[src/rtl/lru_key_value_cache_unit_assert.svh]
// assertion macros for the lru key-value cache unit
// expects clk and rst_n in the scope that uses them
`ifndef LRU_KEY_VALUE_CACHE_UNIT_ASSERT_SVH
`define LRU_KEY_VALUE_CACHE_UNIT_ASSERT_SVH

// property holds whenever the unit is out of reset
`define LKV_ASSERT(label, prop) \
    label: assert property (@(posedge clk) disable iff (!rst_n) (prop)) \
        else $error("lru cache assertion failed");

// consequence holds in the cycle after the antecedent
`define LKV_ASSERT_NEXT(label, ante, cons) \
    label: assert property (@(posedge clk) disable iff (!rst_n) (ante) |=> (cons)) \
        else $error("lru cache assertion failed");

`endif

[src/rtl/lkv_pkg.sv]
// shared types and constants for the lru key-value cache unit
// no dependencies
package lkv_pkg;

    localparam int SLOT_W = 8;  // enough for any slot index or age up to 256 entries

    localparam logic ACT_GET = 1'b0;
    localparam logic ACT_PUT = 1'b1;

    localparam logic [4:0] CAP_RESET = 5'd16;

    typedef struct packed {
        logic               action;
        logic signed [31:0] lookup_key;
        logic signed [31:0] store_value;
    } in_t;

    typedef struct packed {
        logic               hit;
        logic signed [31:0] read_value;
        logic               evicted;
        logic signed [31:0] evicted_key;
    } out_t;

    typedef struct packed {
        logic [31:0] key;
        logic [31:0] value;
    } kv_entry_t;

    typedef struct packed {
        logic              found;
        logic [SLOT_W-1:0] found_slot;
        logic [SLOT_W-1:0] found_age;
        logic [31:0]       found_value;
        logic              free_found;
        logic [SLOT_W-1:0] free_slot;
        logic              victim_found;
        logic [SLOT_W-1:0] victim_slot;
        logic [SLOT_W-1:0] victim_age;
        logic [31:0]       victim_key;
    } scan_res_t;

endpackage

[src/rtl/lru_key_value_cache_unit.sv]
// top level of the lru key-value cache unit: sequencer, valid bits and ages
// uses lkv_pkg, lkv_mem, lkv_scan and lru_key_value_cache_unit_assert.svh
//
// Fully associative key-value cache with least-recently-used replacement.
// Each request is a get or a put and yields exactly one result. A request
// is accepted in the idle state; in the scan state the single key/age
// comparator walks the key/value ram one entry per cycle (the ram read port
// is registered, so the last compare lands after the last read is issued);
// the update state writes the ram, the valid bits and the recency ages and
// loads the result register, waiting while an earlier result is held by
// out_stall. in_stall is high in the scan and update states; the next request
// may be accepted while a finished result still waits on out_stall. The store
// starts empty after reset, with no clearing pass. The capacity register
// (reset 16) limits how many entries are filled before eviction and is read
// saturated at CAPACITY; with capacity zero a put on a new key is dropped.
`include "lru_key_value_cache_unit_assert.svh"

module lru_key_value_cache_unit #(
    parameter int CAPACITY = 16
) (
    input  logic           clk,
    input  logic           rst_n,
    // configuration
    input  logic           cfg_write_en,
    input  logic [4:0]     cfg_write_data,
    // request channel
    input  logic           in_valid,
    output logic           in_stall,
    input  lkv_pkg::in_t   in_data,
    // result channel
    output logic           out_valid,
    input  logic           out_stall,
    output lkv_pkg::out_t  out_data
);

    localparam int IDX_W = (CAPACITY > 1) ? $clog2(CAPACITY) : 1;
    localparam int CNT_W = $clog2(CAPACITY + 1);
    localparam int CW    = (CNT_W > 5) ? CNT_W : 5;

    typedef enum logic [1:0] {
        ST_IDLE,
        ST_SCAN,
        ST_UPDATE
    } state_t;

    state_t               state_reg;
    logic [CNT_W-1:0]     cnt_reg;
    logic                 cmp_en_reg;
    logic [IDX_W-1:0]     cmp_idx_reg;
    lkv_pkg::in_t         req_reg;
    logic                 out_valid_reg;
    lkv_pkg::out_t        out_reg;

    logic [4:0]           capacity_in_use_reg;
    logic [CAPACITY-1:0]  valid_reg;
    logic [IDX_W-1:0]     age_reg [CAPACITY];
    logic [CNT_W-1:0]     used_count_reg;

    logic                 accept;
    logic                 do_update;
    logic                 issue;
    logic [IDX_W-1:0]     raddr;

    lkv_pkg::kv_entry_t   rdata;
    lkv_pkg::scan_res_t   scan_res;

    // update decisions
    logic                 mem_we;
    logic [IDX_W-1:0]     mem_waddr;
    lkv_pkg::kv_entry_t   mem_wdata;
    logic                 touch_en;
    logic                 touch_old;
    logic [IDX_W-1:0]     touch_slot;
    logic [IDX_W-1:0]     touch_limit;
    logic                 fill;
    logic [CW-1:0]        cap_eff;
    lkv_pkg::out_t        result;

    assign accept    = in_valid && !in_stall;
    assign in_stall  = (state_reg != ST_IDLE);
    assign do_update = (state_reg == ST_UPDATE) && (!out_valid_reg || !out_stall);
    assign issue     = (state_reg == ST_SCAN) && (cnt_reg < CNT_W'(CAPACITY));
    assign raddr     = cnt_reg[IDX_W-1:0];

    assign out_valid = out_valid_reg;
    assign out_data  = out_reg;

    lkv_mem #(
        .DEPTH (CAPACITY)
    ) u_mem (
        .clk   (clk),
        .we    (mem_we),
        .waddr (mem_waddr),
        .wdata (mem_wdata),
        .raddr (raddr),
        .rdata (rdata)
    );

    lkv_scan #(
        .CAPACITY (CAPACITY)
    ) u_scan (
        .clk        (clk),
        .rst_n      (rst_n),
        .start      (accept),
        .cmp_en     (cmp_en_reg),
        .cmp_idx    (cmp_idx_reg),
        .cmp_valid  (valid_reg[cmp_idx_reg]),
        .cmp_entry  (rdata),
        .cmp_age    (age_reg[cmp_idx_reg]),
        .lookup_key (req_reg.lookup_key),
        .res        (scan_res)
    );

    // effective capacity, saturated at the number of physical entries
    always_comb
    begin
        if (CW'(capacity_in_use_reg) > CW'(CAPACITY))
        begin
            cap_eff = CW'(CAPACITY);
        end
        else
        begin
            cap_eff = CW'(capacity_in_use_reg);
        end
    end

    // decide what the update cycle does
    always_comb
    begin
        mem_we      = 1'b0;
        mem_waddr   = scan_res.found_slot[IDX_W-1:0];
        mem_wdata   = '{key: req_reg.lookup_key, value: req_reg.store_value};
        touch_en    = 1'b0;
        touch_old   = 1'b1;
        touch_slot  = scan_res.found_slot[IDX_W-1:0];
        touch_limit = scan_res.found_age[IDX_W-1:0];
        fill        = 1'b0;
        result      = '0;

        if (scan_res.found)
        begin
            // hit: refresh recency, get returns the value, put overwrites it
            result.hit = 1'b1;
            touch_en   = do_update;
            if (req_reg.action == lkv_pkg::ACT_GET)
            begin
                result.read_value = scan_res.found_value;
            end
            else
            begin
                mem_we = do_update;
            end
        end
        else if (req_reg.action == lkv_pkg::ACT_PUT && cap_eff != '0)
        begin
            if (CW'(used_count_reg) < cap_eff && scan_res.free_found)
            begin
                // room left: take the first free slot, every other valid entry ages
                fill       = do_update;
                mem_we     = do_update;
                mem_waddr  = scan_res.free_slot[IDX_W-1:0];
                touch_en   = do_update;
                touch_old  = 1'b0;
                touch_slot = scan_res.free_slot[IDX_W-1:0];
            end
            else if (scan_res.victim_found)
            begin
                // full: replace the oldest entry in place
                result.evicted     = 1'b1;
                result.evicted_key = scan_res.victim_key;
                mem_we             = do_update;
                mem_waddr          = scan_res.victim_slot[IDX_W-1:0];
                touch_en           = do_update;
                touch_slot         = scan_res.victim_slot[IDX_W-1:0];
                touch_limit        = scan_res.victim_age[IDX_W-1:0];
            end
        end
    end

    // sequencer and result register
    always_ff @(posedge clk or negedge rst_n)
    begin
        if (!rst_n)
        begin
            state_reg     <= ST_IDLE;
            cnt_reg       <= '0;
            cmp_en_reg    <= 1'b0;
            out_valid_reg <= 1'b0;
            out_reg       <= '0;
        end
        else
        begin
            cmp_en_reg <= issue;
            if (out_valid_reg && !out_stall)
            begin
                out_valid_reg <= 1'b0;
            end
            unique case (state_reg)
                ST_IDLE:
                begin
                    if (accept)
                    begin
                        state_reg <= ST_SCAN;
                        cnt_reg   <= '0;
                    end
                end
                ST_SCAN:
                begin
                    if (issue)
                    begin
                        cnt_reg <= cnt_reg + 1'b1;
                    end
                    else
                    begin
                        // last compare lands at this edge
                        state_reg <= ST_UPDATE;
                    end
                end
                ST_UPDATE:
                begin
                    if (do_update)
                    begin
                        out_valid_reg <= 1'b1;
                        out_reg       <= result;
                        state_reg     <= ST_IDLE;
                    end
                end
                default:
                begin
                    state_reg <= ST_IDLE;
                end
            endcase
        end
    end

    // payload registers
    always_ff @(posedge clk)
    begin
        if (accept)
        begin
            req_reg <= in_data;
        end
        if (issue)
        begin
            cmp_idx_reg <= raddr;
        end
    end

    // capacity register, valid bits and fill count
    always_ff @(posedge clk or negedge rst_n)
    begin
        if (!rst_n)
        begin
            capacity_in_use_reg <= lkv_pkg::CAP_RESET;
            valid_reg           <= '0;
            used_count_reg      <= '0;
        end
        else
        begin
            if (cfg_write_en)
            begin
                capacity_in_use_reg <= cfg_write_data;
            end
            if (fill)
            begin
                valid_reg[touch_slot] <= 1'b1;
                used_count_reg        <= used_count_reg + 1'b1;
            end
        end
    end

    // recency ages: touched slot becomes 0, younger valid entries (all valid entries on a fill) age by one
    always_ff @(posedge clk)
    begin
        if (touch_en)
        begin
            for (int i = 0; i < CAPACITY; i++)
            begin
                if (IDX_W'(i) == touch_slot)
                begin
                    age_reg[i] <= '0;
                end
                else if (valid_reg[i] && (!touch_old || age_reg[i] < touch_limit))
                begin
                    age_reg[i] <= age_reg[i] + 1'b1;
                end
            end
        end
    end

    // fill count tracks the valid bits
    `LKV_ASSERT(a_used_matches_valid, $countones(valid_reg) == CAPACITY'(used_count_reg))
    // an accepted request starts a scan from entry zero
    `LKV_ASSERT_NEXT(a_accept_starts_scan, accept, state_reg == ST_SCAN && cnt_reg == '0)
    // a completed update always presents a result
    `LKV_ASSERT_NEXT(a_update_gives_result, do_update, out_valid_reg && state_reg == ST_IDLE)
    // only a put ever changes the fill count
    `LKV_ASSERT_NEXT(a_fill_on_put, fill, req_reg.action == lkv_pkg::ACT_PUT && !out_reg.hit)

endmodule

[src/rtl/lkv_mem.sv]
// key/value storage ram, one write port and one registered read port
// uses lkv_pkg
module lkv_mem #(
    parameter int DEPTH = 16
) (
    input  logic                                  clk,
    input  logic                                  we,
    input  logic [((DEPTH > 1) ? $clog2(DEPTH) : 1)-1:0] waddr,
    input  lkv_pkg::kv_entry_t                    wdata,
    input  logic [((DEPTH > 1) ? $clog2(DEPTH) : 1)-1:0] raddr,
    output lkv_pkg::kv_entry_t                    rdata
);

    lkv_pkg::kv_entry_t mem [DEPTH];
    lkv_pkg::kv_entry_t rdata_reg;

    always_ff @(posedge clk)
    begin
        if (we)
        begin
            mem[waddr] <= wdata;
        end
        rdata_reg <= mem[raddr];
    end

    assign rdata = rdata_reg;

endmodule

[src/rtl/lkv_scan.sv]
// shared compare unit: checks one entry per cycle for key match, free slot
// and oldest entry; uses lkv_pkg
module lkv_scan #(
    parameter int CAPACITY = 16
) (
    input  logic                                        clk,
    input  logic                                        rst_n,
    input  logic                                        start,
    input  logic                                        cmp_en,
    input  logic [((CAPACITY > 1) ? $clog2(CAPACITY) : 1)-1:0] cmp_idx,
    input  logic                                        cmp_valid,
    input  lkv_pkg::kv_entry_t                          cmp_entry,
    input  logic [((CAPACITY > 1) ? $clog2(CAPACITY) : 1)-1:0] cmp_age,
    input  logic [31:0]                                 lookup_key,
    output lkv_pkg::scan_res_t                          res
);

    localparam int IDX_W = (CAPACITY > 1) ? $clog2(CAPACITY) : 1;

    logic             found_reg;
    logic [IDX_W-1:0] found_slot_reg;
    logic [IDX_W-1:0] found_age_reg;
    logic [31:0]      found_value_reg;
    logic             free_found_reg;
    logic [IDX_W-1:0] free_slot_reg;
    logic             victim_found_reg;
    logic [IDX_W-1:0] victim_slot_reg;
    logic [IDX_W-1:0] victim_age_reg;
    logic [31:0]      victim_key_reg;

    logic key_match;
    logic take_victim;

    assign key_match   = cmp_valid && (cmp_entry.key == lookup_key) && !found_reg;
    assign take_victim = cmp_valid && (!victim_found_reg || (cmp_age > victim_age_reg));

    // flags
    always_ff @(posedge clk or negedge rst_n)
    begin
        if (!rst_n)
        begin
            found_reg        <= 1'b0;
            free_found_reg   <= 1'b0;
            victim_found_reg <= 1'b0;
        end
        else if (start)
        begin
            found_reg        <= 1'b0;
            free_found_reg   <= 1'b0;
            victim_found_reg <= 1'b0;
        end
        else if (cmp_en)
        begin
            if (key_match)
            begin
                found_reg <= 1'b1;
            end
            if (!cmp_valid)
            begin
                free_found_reg <= 1'b1;
            end
            if (take_victim)
            begin
                victim_found_reg <= 1'b1;
            end
        end
    end

    // captured payload
    always_ff @(posedge clk)
    begin
        if (cmp_en)
        begin
            if (key_match)
            begin
                found_slot_reg  <= cmp_idx;
                found_age_reg   <= cmp_age;
                found_value_reg <= cmp_entry.value;
            end
            if (!cmp_valid && !free_found_reg)
            begin
                free_slot_reg <= cmp_idx;
            end
            if (take_victim)
            begin
                victim_slot_reg <= cmp_idx;
                victim_age_reg  <= cmp_age;
                victim_key_reg  <= cmp_entry.key;
            end
        end
    end

    always_comb
    begin
        res.found        = found_reg;
        res.found_slot   = lkv_pkg::SLOT_W'(found_slot_reg);
        res.found_age    = lkv_pkg::SLOT_W'(found_age_reg);
        res.found_value  = found_value_reg;
        res.free_found   = free_found_reg;
        res.free_slot    = lkv_pkg::SLOT_W'(free_slot_reg);
        res.victim_found = victim_found_reg;
        res.victim_slot  = lkv_pkg::SLOT_W'(victim_slot_reg);
        res.victim_age   = lkv_pkg::SLOT_W'(victim_age_reg);
        res.victim_key   = victim_key_reg;
    end

endmodule
[config.mk]
export PLATFORM = sky130hd
export DESIGN_NAME = lru_key_value_cache_unit
export DESIGN_NICKNAME = d
export VERILOG_FILES = /design/src/rtl/lkv_pkg.sv /design/src/rtl/lru_key_value_cache_unit.sv /design/src/rtl/lkv_mem.sv /design/src/rtl/lkv_scan.sv
export VERILOG_INCLUDE_DIRS = /design/src /design/src/rtl
export SDC_FILE = /design/constraint.sdc
export NUM_CORES = 1
export LEC_CHECK = 0
export BUFFER_PORTS_ARGS = -buffer_cell sky130_fd_sc_hd__buf_2
export CORE_MARGIN = 1
export CORE_UTILIZATION = 55
export CTS_BUF_LIST = sky130_fd_sc_hd__clkbuf_4 sky130_fd_sc_hd__clkbuf_8 sky130_fd_sc_hd__clkbuf_16
export DETAILED_ROUTE_END_ITERATION = 7
export GPL_TIMING_DRIVEN = 0
export PLACE_DENSITY = 0.72
export REMOVE_ABC_BUFFERS = 1
export SLEW_MARGIN = 0
export SYNTH_ARGS = -nofsm -noshare
export SYNTH_HDL_FRONTEND = slang
export SYNTH_SLANG_ARGS = --single-unit
[constraint.sdc]
create_clock -name clk -period 17.4 [get_ports clk]
set_clock_uncertainty 0.15 [all_clocks]
set_input_delay 0.87 -clock clk [delete_from_list [all_inputs] [get_ports clk]]
set_output_delay 0.87 -clock clk [all_outputs]
set_load 0.03 [all_outputs]
==> metrics.md, run 1 <==
| Metric | Value |
|---|---|
| Status | `finished clean` |
| Crit path launch type | `flop` |
| Switching Power | `between 2 and 2.5 mW` |
| Setup-failing EPs final | `0` |
| Hold crit path type | `in2reg` |
| First-pass GRT wire length | `approximately 180,000 um` |
| Max Fclk | `around 190 MHz` |
| CORE AREA | `0.0973 sq mm` |
| Syn. warnings | `0` |
| Post-Place Cell Area | `between 0.05 and 0.06 sq mm` |
| PortBufs | `about 140` |
| Rel. slew slack | `14.8%` |
| Routed Antenna Nets | `0` |
| Setup ws final | `around 12,000 ps` |
| Io pins | `143` |
| Die height | `between 300 and 400 um` |
| Final Cycle Share | `30.7%` |
| TritonCTS clock tree | `done` |
| Synth Cell Area | `between 0.05 and 0.06 sq mm` |
| Die area | `~0.10 sq mm` |
| Synth Instances | `~2,500` |
| Clk root buf | `clkbuf_16` |
| Critical path type | `reg2reg` |
| Commonest non-fill, non-tap cell in the layout | `edfxtp_1` |
| Number of global-route vias before repair | `around 28,000` |
| Final core occ | `about 65%` |
| PD cells | `142 mW/mm^2` |
| Yosys cell types | `60` |
| Maximum clock path buffer count | `3` |
| CTS clk-pin slew, worst paths | `approximately 60 ps` |
| Max reg flops | `1,024` |
| WHS | `about 140 ps` |
| # DRC | `0` |
| Net count reported at finish | `2,965` |
| Leakage | `between 20 and 25 nW` |
| CTS buffer count | `~140` |
| Commonest cells after routing, fill and taps aside | `edfxtp_1 (1,241), mux4_2 (345), clkbuf_16 (147)` |
| Slew @ Worst Pin | `1280 ps` |
| Seq cells post-synth | `roughly 1,400` |
| Final wirelength | `about 120,000 um` |
| Finished Layout Cells | `~4,200` |
| Dpl cells | `approximately 3,900` |
| Critical path capture point type | `flop` |
| Pwr Total | `a little under 9 mW` |
| DR vias/cell | `approximately 6.4` |
| Register area share after synthesis | `75.8%` |
| Largest net degree at the start of global routing | `between 80 and 90` |
| Max Cap Violations | `0` |
| Switch share | `between 20% and 30%` |
| Prevailing post-synth register cell | `edfxtp_1` |
| Grt total ovfl | `0` |
| Total internal power | `6.66 mW` |
| Drt initial violations | `2,994` |
| Die X | `around 320 um` |
| Initial Utilization | `approximately 56%` |
| Worst path arrival time | `around 5700 ps` |
| CP required | `roughly 18,000 ps` |
| VDD IR max | `approximately 130 uV` |
| Wire per inst | `about 29 um` |
| Via count | `roughly 27,000` |
| Unrepaired setup endpoints after global routing | `false` |
| Slew Limit Fails | `0` |
| Clock Sinks | `around 1,400` |
| DP Wirelength | `71,100 um` |
| Synthesized area per cell | `around 21 sq um` |
| Initial antenna violation count | `6` |
| Rows | `between 100 and 150` |
| Post-Layout Inst Area | `0.0629 sq mm` |
| Drt first pass iters | `6` |
| Combinational share of power | `a little under a fifth` |
| Largest Register | `u_mem.mem` |
| Global Route Usage Sum | `~25%` |
| Fin crit period | `5330 ps` |
| Fraction of registers with async set/reset | `approximately 7.4%` |
| H-tree depth | `4` |
| Share of layout cells above drive strength 1 | `between 30% and 40%` |
| Seq pwr share | `a little under half` |
| Final Hold Fails | `0` |
| RePlAce Congestion | `about 0.83` |
| Fillers | `between 6,000 and 7,000` |
| Clock Power Share | `a little over a third` |
| Area grow syn2layout | `15.6%` |
| Worst-path fanout max | `34` |
| Post-place setup slack | `between 10,000 and 15,000 ps` |
| Setup total negative slack | `0 ps` |
| Number of flops mapped to enable cells by yosys | `between 1,000 and 1,500` |
| Worst skew pair latency | `740 ps` |
## routing by layer
metal	vias to the layer above	track usage, %	routed length (um)
li1	11100	-	-
met1	14300	36.4	49800
met2	1286	39.5	59600
met3	254	4.73	10200
met4	8	8.62	3620
met5	-	0	42
## kinds of logic (layout without fill, tap and decap cells)
| kind of cell | count (synthesis) | count (layout) | share of synthesized area, % |
|---|---|---|---|
| other | 0 | 2 | 0 |
| AOI/OAI and AO/OA | 201 | 201 | 2.62 |
| and+or+nand+nor | 277 | 277 | 2.98 |
| buffers and inverters | 125 | 523 | 0.881 |
| muxes | 375 | 375 | 14.9 |
| DFF | 1413 | 1413 | 75.8 |
| xor gates and xnor gates | 70 | 70 | 1.13 |
| adders and majority gates | 74 | 74 | 1.70 |
## worst max-delay path, stage by stage, from the launching register on
cell and delay (ps):
dfrtp_1 580, nand2_1 100, ha_1 290, o2111ai_1 150, o221ai_2 570, nor2_4 330, a221o_1 680, nor4_2 1070
buf_4 360, buf_4 210, buf_4 200, buf_4 190, buf_4 160
## path summary, 6_finish.rpt
path                                                    start                                   end  slack, ps  cells past startpoint
min reg2reg                           u_mem.rdata[28]$_DFF_P_  u_scan.found_value_reg[28]$_DFFE_PP_        250                      0
max                        capacity_in_use_reg[2]$_DFFE_PN0P_            u_mem.mem[0][30]$_DFFE_PP_      12070                     12
max reg2reg                capacity_in_use_reg[2]$_DFFE_PN0P_            u_mem.mem[0][30]$_DFFE_PP_      12070                     12
min in group asynchronous                               rst_n              out_data[21]$_DFFE_PN0P_        440                      2
min                                                in_data[4]                mem_wdata[4]$_DFFE_PP_        140                      1
max in group asynchronous                               rst_n                cnt_reg[3]$_DFFE_PN0P_      15890                      3
## power by group through the flow
stage	combinational, mW	clock, mW	sequential (mW)
CTS	1.67	3.14	4.18
detailed placement	1.65	0	4.24
global route	1.75	3.26	4.20
finish	1.65	3.09	4.17
floorplan	1.46	0	4.35
global placement	1.98	0	4.56
## cell type report
class                           instances  area, sq um  share of cell area (%)
Timing Repair Buffer                  250         2320                    3.69
Sequential cell                      1413        41200                    65.6
Multi-Input combinational cell        997        12800                    20.4
Inverter                               13         48.8                  0.0776
Clock buffer                          200         4160                    6.62
Antenna cell                            2         5.00                 0.00796
Tap cell                             1276         1600                    2.54
Clock inverter                         60          672                    1.07
## Yosys cell counts, types with 9 or more instances
cell	number	share of area, %
a211o_1	16	0.26
a21o_1	16	0.22
a21oi_1	28	0.26
a22o_1	32	0.52
and2_1	12	0.14
buf_1	27	0.19
clkbuf_1	82	0.57
dfrtp_1	103	4.7
dfxtp_1	68	2.5
edfxtp_1	1241	69
ha_1	74	1.7
inv_1	13	0.090
mux2_2	12	0.25
mux2i_1	18	0.33
mux4_2	345	14
nand2_1	81	0.56
nand3_1	17	0.16
nor2_1	47	0.32
nor3_1	52	0.48
nor3b_1	11	0.15
nor3b_2	9	0.21
nor4_1	10	0.12
nor4_4	12	0.47
o211ai_1	19	0.26
o21ai_0	67	0.62
xnor2_1	23	0.37
xor2_1	47	0.76
## repair_timing
item,4_1_cts,5_1_grt
hold buffers,1,0
hold endpoints to repair,23,0
setup buffers,0,0
resized for setup,0,0
No activity file was read; power rests on OpenSTA's default activity.
==> run 2, diff against run 1 <==
clock period = 5.4 ns   (was 17.4 ns; I/O delays follow)
==> metrics.md, run 2 (synthesis results as in run 1) <==
| Metric | Value |
|---|---|
| PD cells | `approximately 450 mW/mm^2` |
| Total internal power | `21.5 mW` |
| Final Cycle Share | `93.3%` |
| Max Cap Violations | `0` |
| Initial antenna violation count | `5` |
| Final Hold Fails | `0` |
| Clk root buf | `clkbuf_16` |
| H-tree depth | `4` |
| Maximum clock path buffer count | `3` |
| Storage cell area | `a little over 0.04 sq mm` |
| Crit-path cells | `nand2_1 -> ha_1 -> o2111ai_1 -> o221ai_2 -> nor2_4 -> a221o_1 -> nor4_4 -> buf_4 -> buf_4 -> buf_4 -> buf_4 -> buf_4` |
| Switching Power | `between 7 and 8 mW` |
| Combinational share of power | `approximately a fifth` |
| DP Wirelength | `roughly 70,000 um` |
| Unrepaired setup endpoints after global routing | `false` |
| Grt total ovfl | `0` |
| Drt initial violations | `roughly 3,000` |
| PortBufs | `142` |
| # DRC | `0` |
| Crit path max-delay cell type | `nor4_4` |
| Seq pwr share | `between 40 and 50%` |
| Net count reported at finish | `3,045` |
| Slew @ Worst Pin | `roughly 1300 ps` |
| Ant diodes | `0` |
| Initial Utilization | `between 50 and 60%` |
| CTS clk-pin slew, worst paths | `about 60 ps` |
| Die X | `roughly 320 um` |
| Setup Buffers After CTS | `0` |
| Die height | `about 320 um` |
| Area grow syn2layout | `17.1%` |
| CTS buffer count | `141` |
| Commonest non-fill, non-tap cell in the layout | `edfxtp_1` |
| Wire per inst | `29.0 um` |
| Global Route Usage Sum | `about a quarter` |
| Number of global-route vias before repair | `27,900` |
| Multi-input logic area | `0.0128 sq mm` |
| Rel. slew slack | `13.4%` |
| Switch share | `about a quarter` |
| Most used cell, CP | `buf_4` |
| Hold crit path type | `in2reg` |
| Share of layout cells above drive strength 1 | `a little under a third` |
| Fin crit period | `between 5000 and 6000 ps` |
| WHS | `approximately 74 ps` |
| Critical path type | `reg2reg` |
| Worst-path fanout max | `34` |
| Worst skew pair latency | `approximately 750 ps` |
| Rows | `around 110` |
| Max Fclk | `about 200 MHz` |
| Critical Path Max Stage Delay | `about 790 ps` |
| Max reg flops | `slightly above 1,000` |
| CP required | `5720 ps` |
| Slew Limit Fails | `0` |
| Commonest cells after routing, fill and taps aside | `edfxtp_1 (1,241), mux4_2 (345), clkbuf_16 (147)` |
| TritonCTS clock tree | `done` |
| Largest Register | `u_mem.mem` |
| Setup-failing EPs final | `0` |
| CORE AREA | `0.0973 sq mm` |
| Worst path arrival time | `5350 ps` |
| Via count | `27,100` |
| Largest net degree at the start of global routing | `between 80 and 90` |
| Clock Power Share | `about a third` |
| Io pins | `between 100 and 150` |
| First-pass GRT wire length | `~180,000 um` |
| Routed Antenna Nets | `0` |
| DR vias/cell | `~6.3` |
| Crit path launch type | `flop` |
| Status | `finished clean` |
| Critical path capture point type | `flop` |
| Pwr Total | `roughly 29 mW` |
| Clock Sinks | `between 1,000 and 1,500` |
| VDD IR max | `414 uV` |
| Fillers | `6,282` |
| Drt first pass iters | `6` |
| Final wirelength | `between 100,000 and 150,000 um` |
| Die area | `between 0.1 and 0.15 sq mm` |
| Leakage | `between 20 and 25 nW` |
| RePlAce Congestion | `~0.83` |
==> run 2: final timing paths <==
path,startpoint,endpoint,slack [ps],cells after the start
worst min register to register,u_mem.rdata[28]$_DFF_P_,u_scan.found_value_reg[28]$_DFFE_PP_,250,0
worst max register to register,capacity_in_use_reg[2]$_DFFE_PN0P_,u_mem.mem[0][27]$_DFFE_PP_,360,12
worst min-delay path,in_data[30],mem_wdata[30]$_DFFE_PP_,70,2
worst max-delay path,capacity_in_use_reg[2]$_DFFE_PN0P_,u_mem.mem[0][27]$_DFFE_PP_,360,12
min in group asynchronous,rst_n,out_data[21]$_DFFE_PN0P_,460,4
max in group asynchronous,rst_n,cnt_reg[3]$_DFFE_PN0P_,4140,4
==> run 2: repair_timing <==
action                                 4_1_cts  5_1_grt
gates resized for setup                      0        1
setup endpoints to repair                    0        3
hold buffers                                81        0
endpoints found under the hold margin      205        0
==> run 2: worst max-delay path, delay by kind of cell (launching register included) <==
kind            cells  cell delay, ps
buf+inv             5            1080
compound gates      3            1410
fa+ha+maj           1             290
flops               1             580
simple gates        3            1210
==> run 2: stage by stage <==
step	utilization, %	std cells	setup WS [ps]	TNS [ps]	instance area [sq um]
floorplan	-	2423	-5950	-1445040	53900
global placement	57.8	3841	-16750	-9445570	56300
detailed placement	59.6	3948	119	0	58000
CTS	65.5	4289	122	0	63700
global route	65.5	4289	175	0	63700
finish	65.5	4289	364	0	63700
==> run 2: final cells by class <==
cell class	count	share of cell area [%]
Tap cell	1276	2.51
Clock inverter	60	1.06
Sequential cell	1413	64.8
Inverter	13	0.0766
Timing Repair Buffer	330	4.92
Multi-Input combinational cell	997	20.1
Clock buffer	200	6.54
==> run 2: power by group through the flow <==
stage               registers, mW  logic [mW]  clock network, mW
global route                 13.5        5.69               10.5
detailed placement           13.7        5.31                  0
floorplan                    13.9        3.89                  0
global placement             14.2        4.14                  0
finish                       13.5        5.36               9.97
CTS                          13.5        5.42               10.1
==> run 2: layer usage <==
layer / global-route usage (%) / vias to the layer above / wire length, um
li1: - / 11300 / -
met1: 36.6 / 14400 / 51000
met2: 39.9 / 1207 / 60200
met3: 4.56 / 247 / 9330
met4: 8.65 / 6 / 3620
met5: 0 / - / 39
